[config.mk]
export PLATFORM = sky130hd
export DESIGN_NAME = ws2812_dither_bit_encoder_core
export DESIGN_NICKNAME = d
export VERILOG_FILES = /design/src/design/wsde_pkg.sv /design/src/design/wsde_ram.sv /design/src/design/ws2812_dither_bit_encoder_core.sv
export SDC_FILE = /design/constraint.sdc
export NUM_CORES = 2
export LEC_CHECK = 0
export BUFFER_PORTS_ARGS = -buffer_cell sky130_fd_sc_hd__buf_2
export CORE_MARGIN = 1.5
export CORE_UTILIZATION = 50
export CTS_BUF_LIST = sky130_fd_sc_hd__clkbuf_2
export CTS_CLUSTER_DIAMETER = 200
export DETAILED_ROUTE_END_ITERATION = 16
export PLACE_DENSITY = 0.66
export SLEW_MARGIN = 20
export SYNTH_ARGS = -nofsm -noshare
export SYNTH_HDL_FRONTEND = slang
export SYNTH_SLANG_ARGS = --single-unit
[constraint.sdc]
create_clock -name clock -period 4.6 [get_ports clock]
set_input_delay 0.69 -clock clock [delete_from_list [all_inputs] [get_ports clock]]
set_output_delay 0.69 -clock clock [all_outputs]
set_load 0.02 [all_outputs]
[src/design/wsde_pkg.sv]
// Shared types and constants of the WS2812 dither bit encoder.
package wsde_pkg;

   localparam int unsigned SLOTS_PER_LED = 24;
   localparam int unsigned SLOT_W        = 5;
   localparam int unsigned BYTES_PER_LED = 3;
   localparam int unsigned SADDR_W       = 11;
   localparam int unsigned CODE_W        = 16;
   localparam int unsigned GAMMA_DEPTH   = 256;
   localparam int unsigned BYTE_W        = 8;
   localparam int unsigned LED_W         = 6;
   localparam int unsigned REQ_DATA_W    = 64;
   localparam int unsigned RSP_DATA_W    = 32;
   localparam int unsigned CSR_INDEX_W   = 1;

   localparam logic [SLOT_W-1:0] SLOT_LAST = SLOT_W'(SLOTS_PER_LED - 1);
   localparam logic [1:0]        FETCH_END = 2'(BYTES_PER_LED);
   localparam logic [7:0]        GREY_MAX  = 8'd255;

   localparam logic [CODE_W-1:0] ONE_CODE_RESET  = 16'd76;
   localparam logic [CODE_W-1:0] ZERO_CODE_RESET = 16'd38;

   localparam logic [CSR_INDEX_W-1:0] REG_ONE_CODE  = 1'b0;
   localparam logic [CSR_INDEX_W-1:0] REG_ZERO_CODE = 1'b1;

   typedef enum logic [1:0] {
      ACT_GAMMA = 2'd0,
      ACT_COLOR = 2'd1,
      ACT_GREY  = 2'd2
   } action_type;

   // Ordered dither thresholds, row-major over the 8x8 tile.
   localparam logic [5:0] BAYER_8X8 [64] = '{
      6'd0,  6'd48, 6'd12, 6'd60, 6'd3,  6'd51, 6'd15, 6'd63,
      6'd32, 6'd16, 6'd44, 6'd28, 6'd35, 6'd19, 6'd47, 6'd31,
      6'd8,  6'd56, 6'd4,  6'd52, 6'd11, 6'd59, 6'd7,  6'd55,
      6'd40, 6'd24, 6'd36, 6'd20, 6'd43, 6'd27, 6'd39, 6'd23,
      6'd2,  6'd50, 6'd14, 6'd62, 6'd1,  6'd49, 6'd13, 6'd61,
      6'd34, 6'd18, 6'd46, 6'd30, 6'd33, 6'd17, 6'd45, 6'd29,
      6'd10, 6'd58, 6'd6,  6'd54, 6'd9,  6'd57, 6'd5,  6'd53,
      6'd42, 6'd26, 6'd38, 6'd22, 6'd41, 6'd25, 6'd37, 6'd21
   };

endpackage

[src/design/wsde_ram.sv]
// Generic simple dual-port RAM with one write port and a registered read port.
module wsde_ram #(
   parameter int unsigned WIDTH = 8,
   parameter int unsigned DEPTH = 256
) (
   input  logic                     clock,
   input  logic                     wr_en,
   input  logic [$clog2(DEPTH)-1:0] wr_addr,
   input  logic [WIDTH-1:0]         wr_data,
   input  logic                     rd_en,
   input  logic [$clog2(DEPTH)-1:0] rd_addr,
   output logic [WIDTH-1:0]         rd_data
);

   logic [WIDTH-1:0] mem_ff [DEPTH];
   logic [WIDTH-1:0] rd_data_ff;

   always_ff @(posedge clock) begin
      if (wr_en) begin
         mem_ff[wr_addr] <= wr_data;
      end
      if (rd_en) begin
         rd_data_ff <= mem_ff[rd_addr];
      end
   end

   assign rd_data = rd_data_ff;

endmodule

[src/design/ws2812_dither_bit_encoder_core.sv]
// Top level of the WS2812 bit encoder with gamma table and ordered dither.
//
// Requests arrive on the req_ stream; req_tuser carries the action. A gamma
// write stores one table entry in the cycle of its transfer and yields no
// result. A color or dithered gray request yields 24 slot transfers on the
// rsp_ stream, green, red, blue, most significant bit first; rsp_tlast marks
// the 24th. Unused actions and LEDs beyond LED_COUNT are taken and dropped.
// The csr_ port sets the one and zero compare codes; write it while idle.
//
// The gamma table sits in one RAM with a single read port. A fetch stage reads
// the three table bytes of a request one after another, then hands them to the
// emit stage, which sends one slot per cycle while the receiver is ready. The
// fetch of the next request overlaps the emission of the current one, so the
// block takes a new request while the last is still being sent; throughput is
// bounded by the single result port.
//
// Reset clears the stage valid flags and restores the default codes; the
// gamma table is not cleared and must be loaded before use. When the receiver
// stalls, the current slot holds, and one further request is fetched and
// parked; after that req_tready stays low until the emit stage frees up.
module ws2812_dither_bit_encoder_core
   import wsde_pkg::*;
#(
   parameter int unsigned LED_COUNT = 64
) (
   input  logic                   clock,
   input  logic                   reset,
   // Request stream.
   input  logic                   req_tvalid,
   output logic                   req_tready,
   // tdata, lowest bit up: entry_index[7:0], entry_value[15:8],
   // led_pos[21:16], green[29:22], red[37:30], blue[45:38],
   // grey_level[59:46], zero fill[63:60].
   input  logic [REQ_DATA_W-1:0]  req_tdata,
   // tuser: action[1:0].
   input  logic [1:0]             req_tuser,
   // Result stream.
   output logic                   rsp_tvalid,
   input  logic                   rsp_tready,
   // tdata, lowest bit up: slot_address[10:0], pulse_code[26:11],
   // zero fill[31:27].
   output logic [RSP_DATA_W-1:0]  rsp_tdata,
   output logic                   rsp_tlast,
   // Configuration write port.
   input  logic                   csr_we,
   input  logic [CSR_INDEX_W-1:0] csr_index,
   input  logic [CODE_W-1:0]      csr_wdata
);

   // Request fields.
   logic [7:0]  entry_index;
   logic [7:0]  entry_value;
   logic [5:0]  led_pos;
   logic [7:0]  green;
   logic [7:0]  red;
   logic [7:0]  blue;
   logic [13:0] grey_level;

   assign entry_index = req_tdata[7:0];
   assign entry_value = req_tdata[15:8];
   assign led_pos     = req_tdata[21:16];
   assign green       = req_tdata[29:22];
   assign red         = req_tdata[37:30];
   assign blue        = req_tdata[45:38];
   assign grey_level  = req_tdata[59:46];

   // Compare code registers.
   logic [CODE_W-1:0] one_code_ff;
   logic [CODE_W-1:0] zero_code_ff;

   always_ff @(posedge clock) begin
      if (reset) begin
         one_code_ff  <= ONE_CODE_RESET;
         zero_code_ff <= ZERO_CODE_RESET;
      end else if (csr_we) begin
         case (csr_index)
            REG_ONE_CODE:  one_code_ff  <= csr_wdata;
            REG_ZERO_CODE: zero_code_ff <= csr_wdata;
            default: ;
         endcase
      end
   end

   // Fetch stage: holds one request while its three gamma bytes are read.
   logic                    a_valid_ff, a_valid_in;
   logic [1:0]              a_cnt_ff, a_cnt_in;
   logic                    rd_pend_ff, rd_pend_in;
   logic [1:0]              rd_sel_ff, rd_sel_in;
   logic [2:0][BYTE_W-1:0]  a_idx_ff, a_idx_in;
   logic [2:0][BYTE_W-1:0]  a_byte_ff, a_byte_in;
   logic [SADDR_W-1:0]      a_base_ff, a_base_in;

   // Emit stage: shifts out the 24 bits of one LED.
   logic                      b_valid_ff, b_valid_in;
   logic [SLOTS_PER_LED-1:0]  b_bits_ff, b_bits_in;
   logic [SADDR_W-1:0]        b_addr_ff, b_addr_in;
   logic [SLOT_W-1:0]         b_cnt_ff, b_cnt_in;

   logic              req_xfer;
   logic              rsp_xfer;
   logic              in_range;
   logic              is_write;
   logic              is_fetch;
   logic              a_done;
   logic              b_last;
   logic              b_free;
   logic              load;
   logic              rd_en;
   logic [BYTE_W-1:0] rd_addr;
   logic [BYTE_W-1:0] rd_data;
   logic [7:0]        grey_base;
   logic [7:0]        grey;

   assign req_xfer = req_tvalid && req_tready;
   assign rsp_xfer = rsp_tvalid && rsp_tready;
   assign in_range = 32'(led_pos) < LED_COUNT;

   always_comb begin
      is_write = 1'b0;
      is_fetch = 1'b0;
      case (req_tuser)
         ACT_GAMMA: is_write = req_xfer;
         ACT_COLOR: is_fetch = req_xfer && in_range;
         ACT_GREY:  is_fetch = req_xfer && in_range;
         default: ;
      endcase
   end

   // Dither: step up one gray level when the fraction beats the threshold.
   assign grey_base = grey_level[13:6];
   always_comb begin
      grey = grey_base;
      if ((grey_level[5:0] > BAYER_8X8[led_pos]) && (grey_base != GREY_MAX)) begin
         grey = grey_base + 8'd1;
      end
   end

   assign a_done = a_valid_ff && (a_cnt_ff == FETCH_END) && !rd_pend_ff;
   assign b_last = (b_cnt_ff == SLOT_LAST);
   assign b_free = !b_valid_ff || (rsp_xfer && b_last);
   assign load   = a_done && b_free;

   // A new request is taken once the fetch stage is empty or handing over,
   // so a table write never races a read of an earlier request.
   assign req_tready = !a_valid_ff || load;

   assign rd_en = a_valid_ff && (a_cnt_ff != FETCH_END);

   always_comb begin
      case (a_cnt_ff)
         2'd0:    rd_addr = a_idx_ff[0];
         2'd1:    rd_addr = a_idx_ff[1];
         default: rd_addr = a_idx_ff[2];
      endcase
   end

   wsde_ram #(
      .WIDTH (BYTE_W),
      .DEPTH (GAMMA_DEPTH)
   ) u_gamma_ram (
      .clock   (clock),
      .wr_en   (is_write),
      .wr_addr (entry_index),
      .wr_data (entry_value),
      .rd_en   (rd_en),
      .rd_addr (rd_addr),
      .rd_data (rd_data)
   );

   always_comb begin
      a_valid_in = a_valid_ff;
      a_cnt_in   = a_cnt_ff;
      a_idx_in   = a_idx_ff;
      a_base_in  = a_base_ff;
      a_byte_in  = a_byte_ff;
      rd_pend_in = rd_en;
      rd_sel_in  = a_cnt_ff;
      if (rd_en) begin
         a_cnt_in = a_cnt_ff + 2'd1;
      end
      if (rd_pend_ff) begin
         case (rd_sel_ff)
            2'd0:    a_byte_in[2] = rd_data;
            2'd1:    a_byte_in[1] = rd_data;
            default: a_byte_in[0] = rd_data;
         endcase
      end
      if (is_fetch) begin
         a_valid_in = 1'b1;
         a_cnt_in   = 2'd0;
         a_base_in  = SADDR_W'(led_pos) * SADDR_W'(SLOTS_PER_LED);
         if (req_tuser == ACT_COLOR) begin
            a_idx_in = {blue, red, green};
         end else begin
            a_idx_in = {grey, grey, grey};
         end
      end else if (load) begin
         a_valid_in = 1'b0;
      end
   end

   always_comb begin
      b_valid_in = b_valid_ff;
      b_bits_in  = b_bits_ff;
      b_addr_in  = b_addr_ff;
      b_cnt_in   = b_cnt_ff;
      if (load) begin
         b_valid_in = 1'b1;
         b_bits_in  = a_byte_ff;
         b_addr_in  = a_base_ff;
         b_cnt_in   = '0;
      end else if (rsp_xfer) begin
         if (b_last) begin
            b_valid_in = 1'b0;
         end
         b_bits_in = {b_bits_ff[SLOTS_PER_LED-2:0], 1'b0};
         b_addr_in = b_addr_ff + SADDR_W'(1);
         b_cnt_in  = b_cnt_ff + SLOT_W'(1);
      end
   end

   always_ff @(posedge clock) begin
      if (reset) begin
         a_valid_ff <= 1'b0;
         a_cnt_ff   <= '0;
         rd_pend_ff <= 1'b0;
         b_valid_ff <= 1'b0;
         b_cnt_ff   <= '0;
      end else begin
         a_valid_ff <= a_valid_in;
         a_cnt_ff   <= a_cnt_in;
         rd_pend_ff <= rd_pend_in;
         b_valid_ff <= b_valid_in;
         b_cnt_ff   <= b_cnt_in;
      end
   end

   always_ff @(posedge clock) begin
      rd_sel_ff <= rd_sel_in;
      a_idx_ff  <= a_idx_in;
      a_byte_ff <= a_byte_in;
      a_base_ff <= a_base_in;
      b_bits_ff <= b_bits_in;
      b_addr_ff <= b_addr_in;
   end

   assign rsp_tvalid = b_valid_ff;
   assign rsp_tlast  = b_last;
   assign rsp_tdata  = {(RSP_DATA_W - CODE_W - SADDR_W)'(0),
                        (b_bits_ff[SLOTS_PER_LED-1] ? one_code_ff : zero_code_ff),
                        b_addr_ff};

`ifndef ASSERT_OFF
   // A table write never lands while a fetch is reading the table.
   a_no_write_during_fetch: assert property (@(posedge clock) disable iff (reset)
      is_write |-> !rd_en)
      else $error("gamma write overlaps a table read");

   // An LED is not cut short: after a slot that is not the last, another follows.
   a_led_continues: assert property (@(posedge clock) disable iff (reset)
      (rsp_xfer && !rsp_tlast) |=> rsp_tvalid)
      else $error("slot run ended before its last slot");

   // Slot addresses within an LED step by one.
   a_slot_step: assert property (@(posedge clock) disable iff (reset)
      (rsp_xfer && !rsp_tlast) |=> (b_addr_ff == $past(b_addr_ff) + SADDR_W'(1)))
      else $error("slot address did not advance by one");

   // An accepted encode request starts its fetch in the next cycle.
   a_fetch_starts: assert property (@(posedge clock) disable iff (reset)
      is_fetch |=> (a_valid_ff && (a_cnt_ff == 2'd0) && rd_en))
      else $error("fetch did not start after request transfer");
`endif

endmodule
==> results.sh <==
export IMPL_die_x_um=424
export IMPL_clkPwrFrac=0.300
export IMPL_fin_tns_setup_ps=0
export IMPL_crit_start="a_cnt_ff[0]"
export IMPL_cts_tree="done"
export IMPL_dr_wl_met2_mm=124
export IMPL_grt_max_degree=119
export IMPL_min_period_ps=4500
export IMPL_r2r_setup_slack_ps=100
export IMPL_ys_types=77
export IMPL_start_util=0.503
export IMPL_worst_setup_path_type="flip-flop to flip-flop"
export IMPL_intPower_uw=29500
export IMPL_grt_setup_unrepaired="true"
export IMPL_cts_root_buf="clkbuf_2"
export IMPL_min_from="req_tdata[12]"
export IMPL_slew_violations=0
export IMPL_postSynthAreaPerCell_um2=13.9
export IMPL_async_flop_share=0
export IMPL_synth_area_leaders="edfxtp_1 73%, nand2_1 6.4%, nand3_1 2.5%, mux2i_1 2.3%, a311oi_1 1.7%"
export IMPL_drt_iter0_drc=7806
export IMPL_hpwl_mm=161
export IMPL_drtPass1Iterations=8
export IMPL_synth_cells=6376
export IMPL_holdPathStages=2
export IMPL_routedWlPerCell_um=27.0
export IMPL_critPathMaxFanout=33
export IMPL_cp_start_kind="flip-flop"
export IMPL_synth_cell_area_um2=88500
export IMPL_avgViaCountPerCell=6.05
export IMPL_holdPathEnd="u_gamma_ram.mem_ff[235][4]"
export IMPL_grt_first_pass_wirelength_mm=389
export IMPL_swShare=0.305
export IMPL_ys_seq_area_frac=0.738
export IMPL_yosysWarningCount=0
export IMPL_row_count=154
export IMPL_power_density_nw_per_um2=420
export IMPL_io_buffers=113
export IMPL_nFillCells=13900
export IMPL_reg2reg_from="a_cnt_ff[0]"
export IMPL_synth_xor_area_share=0.00247
export IMPL_synth_top_cell_by_area="edfxtp_1"
export IMPL_drive_gt1_frac=0.202
export IMPL_seqPwrFrac=0.519
export IMPL_cp_data_required_time_ps=6240
export IMPL_wl_met1_mm=101
export IMPL_maxCapViolations=0
export IMPL_ys_seq_elements=2191
export IMPL_core_area_um2=176000
export IMPL_cts_inserted_buffers=561
export IMPL_grt_antenna_before_repair=11
export IMPL_hold_violations=0
export IMPL_comb_power_share=0.181
export IMPL_leakagePower_uw=0.0359
export IMPL_clock_latency_ps=1870
export IMPL_finalSetupViolations=0
export IMPL_antenna_left=0
export IMPL_finClkSkew_ps=143
export IMPL_p_total_uw=42400
export IMPL_synth_edff_count=2147
export IMPL_end_kind="flip-flop"
export IMPL_gp_congestion=0.927
export IMPL_slew_limit_headroom=0.170
export IMPL_die_h_um=424
export IMPL_final_nets=7362
export IMPL_synth_area_mux_share=0.0402
export IMPL_wl_met3_mm=31.1
export IMPL_cts_sink_count=2191
export IMPL_p_sw_uw=12900
export IMPL_grt_use_total=0.296
export IMPL_grt_pass1_vias=59000
export IMPL_vias=60300
export IMPL_timing_fmax_mhz=222
export IMPL_status="finished clean"
export IMPL_ir_drop_uv=221
export IMPL_arrival_ps=6140
export IMPL_h_tree_depth=6
export IMPL_synth_simple_gate_area_frac=0.127
export IMPL_synth_compound_area_frac=0.0632
export IMPL_fin_crit_sh=0.978
export IMPL_worstHoldPathType="input pin to flip-flop"
export IMPL_grt_ovfl_total=0
export IMPL_clock_path_buffers=4
export IMPL_cts_clk_slew_worst_paths_ps=100
export IMPL_dieArea_um2=180000
export IMPL_drt_total_wl_mm=269
export IMPL_synthTopCellsByCount="2147 x edfxtp_1, 1509 x nand2_1, 439 x nand3_1, 312 x nor2_1, 215 x buf_2"
export IMPL_synthAdderAreaFrac=0.00319
export IMPL_yosysTopAreaCellShare=0.728
export IMPL_worstMarginPinSlew_ps=1250
export IMPL_routed_top_layer="met5"
export IMPL_area_growth_pct=14.0
export IMPL_rr_worst_depth=14
export IMPL_synth_top_family_by_area="simple AND/OR/NAND/NOR gates"
export IMPL_synthFlopType="edfxtp_1"
export IMPL_drc_errors=0
export IMPL_ios=123
export IMPL_synth_most_common_cell="edfxtp_1"
export IMPL_r2r_end="u_gamma_ram.rd_data[7]"
[worst max-delay path, cell delays in order (launching register included)]
cell and delay (ps):
dfxtp_1 430, inv_1 60, ha_1 320, buf_4 210, a22oi_2 320, and2_4 310, buf_4 220, buf_12 250
buf_12 220, mux2i_1 90, mux4_2 460, a221oi_1 570, nand2_1 250, a32o_1 360, a311oi_1 240
[repair_timing]
action	4_1_cts	5_1_grt
buffers inserted	0	8
resized for setup	2	26
pin swaps	1	2
endpoints found under the hold margin	3335	0
cloned	0	1
hold buffers	188	0
setup endpoints to repair	4	381
[cell usage in the layout, fill, tap and decap left out, types with 49 or more instances in the layout]
master,count
buf_2,105
a211oi_1,107
buf_4,371
mux2i_1,205
o21ai_0,49
nand2_1,1507
nand3_1,433
and3_1,212
edfxtp_1,2147
a31oi_1,120
dlygate4sd3_1,185
a311oi_1,171
clkinv_1,99
buf_12,68
nor2_1,289
a21oi_1,132
clkbuf_2,800
[cells by family (layout without fill, tap and decap cells)]
| logic type | after synthesis | in the layout |
|---|---|---|
| buffers and inverters | 461 | 1702 |
| XOR/XNOR | 25 | 25 |
| flip-flops | 2191 | 2191 |
| AND/OR/NAND/NOR | 2610 | 2611 |
| multiplexers | 292 | 292 |
| AO/OA/AOI/OAI | 774 | 774 |
| adder cells (fa/ha/maj) | 22 | 22 |
| other | 1 | 12 |
[power groups by stage]
stage / combinational [uW] / clock (uW) / sequential, uW
after floorplan: 3800 / 0 / 22400
after global placement: 7180 / 0 / 22500
after detailed placement: 7250 / 0 / 22500
after CTS: 7440 / 12900 / 22000
after global routing: 7980 / 13900 / 22000
final: 7650 / 12700 / 22000
[how the worst max path moves through the flow]
stage / to / slack, ps / cells after the start
after floorplan: b_addr_ff[0] / 960 / 3
after global placement: u_gamma_ram.rd_data[0] / -40 / 15
after detailed placement: u_gamma_ram.mem_ff[239][1] / 20 / 8
after CTS: u_gamma_ram.mem_ff[238][5] / 20 / 8
after global routing: u_gamma_ram.mem_ff[42][0] / -200 / 9
final: u_gamma_ram.rd_data[7] / 100 / 14
[final cells by class]
type,count,area [um2],area share
sequential,2191,65400,0.648
multi-input combinational,3729,21200,0.210
timing repair buffer,739,6670,0.0661
clock buffer,800,4000,0.0397
tap,2340,2930,0.0290
clock inverter,133,673,0.00667
inverter,30,113,0.00112
antenna,7,17.5,0.000174
[routing by layer]
metal / global-route usage / vias up
met5: 0 / -
met4: 0.150 / 4
met3: 0.0784 / 653
met2: 0.456 / 3705
met1: 0.388 / 29900
li1: - / 26100
[state kept, by name (all words and copies together) (netlist names), 5 cells and up]
name / flops
u_gamma_ram.rd_data: 8
b_bits_ff: 24
a_byte_ff: 24
b_cnt_ff: 5
one_code_ff: 16
a_base_ff: 8
b_addr_ff: 11
zero_code_ff: 16
a_idx_ff: 24
u_gamma_ram.mem_ff: 2048
[per-stage QoR]
| stage | util | setup slack (ps) | cells | hold slack [ps] | cell area (um2) |
|---|---|---|---|---|---|
| global route | 0.574 | -196 | 9965 | 109 | 101000 |
| finish | 0.574 | 99.0 | 9969 | 187 | 101000 |
| floorplan | - | 956 | 6380 | 355 | 88500 |
| CTS | 0.573 | 22.0 | 9953 | 1.85 | 101000 |
| detailed placement | 0.535 | 18.9 | 8832 | 372 | 94100 |
| global placement | 0.535 | -38.9 | 8832 | 362 | 94100 |
No activity file was read; power rests on OpenSTA's default activity.
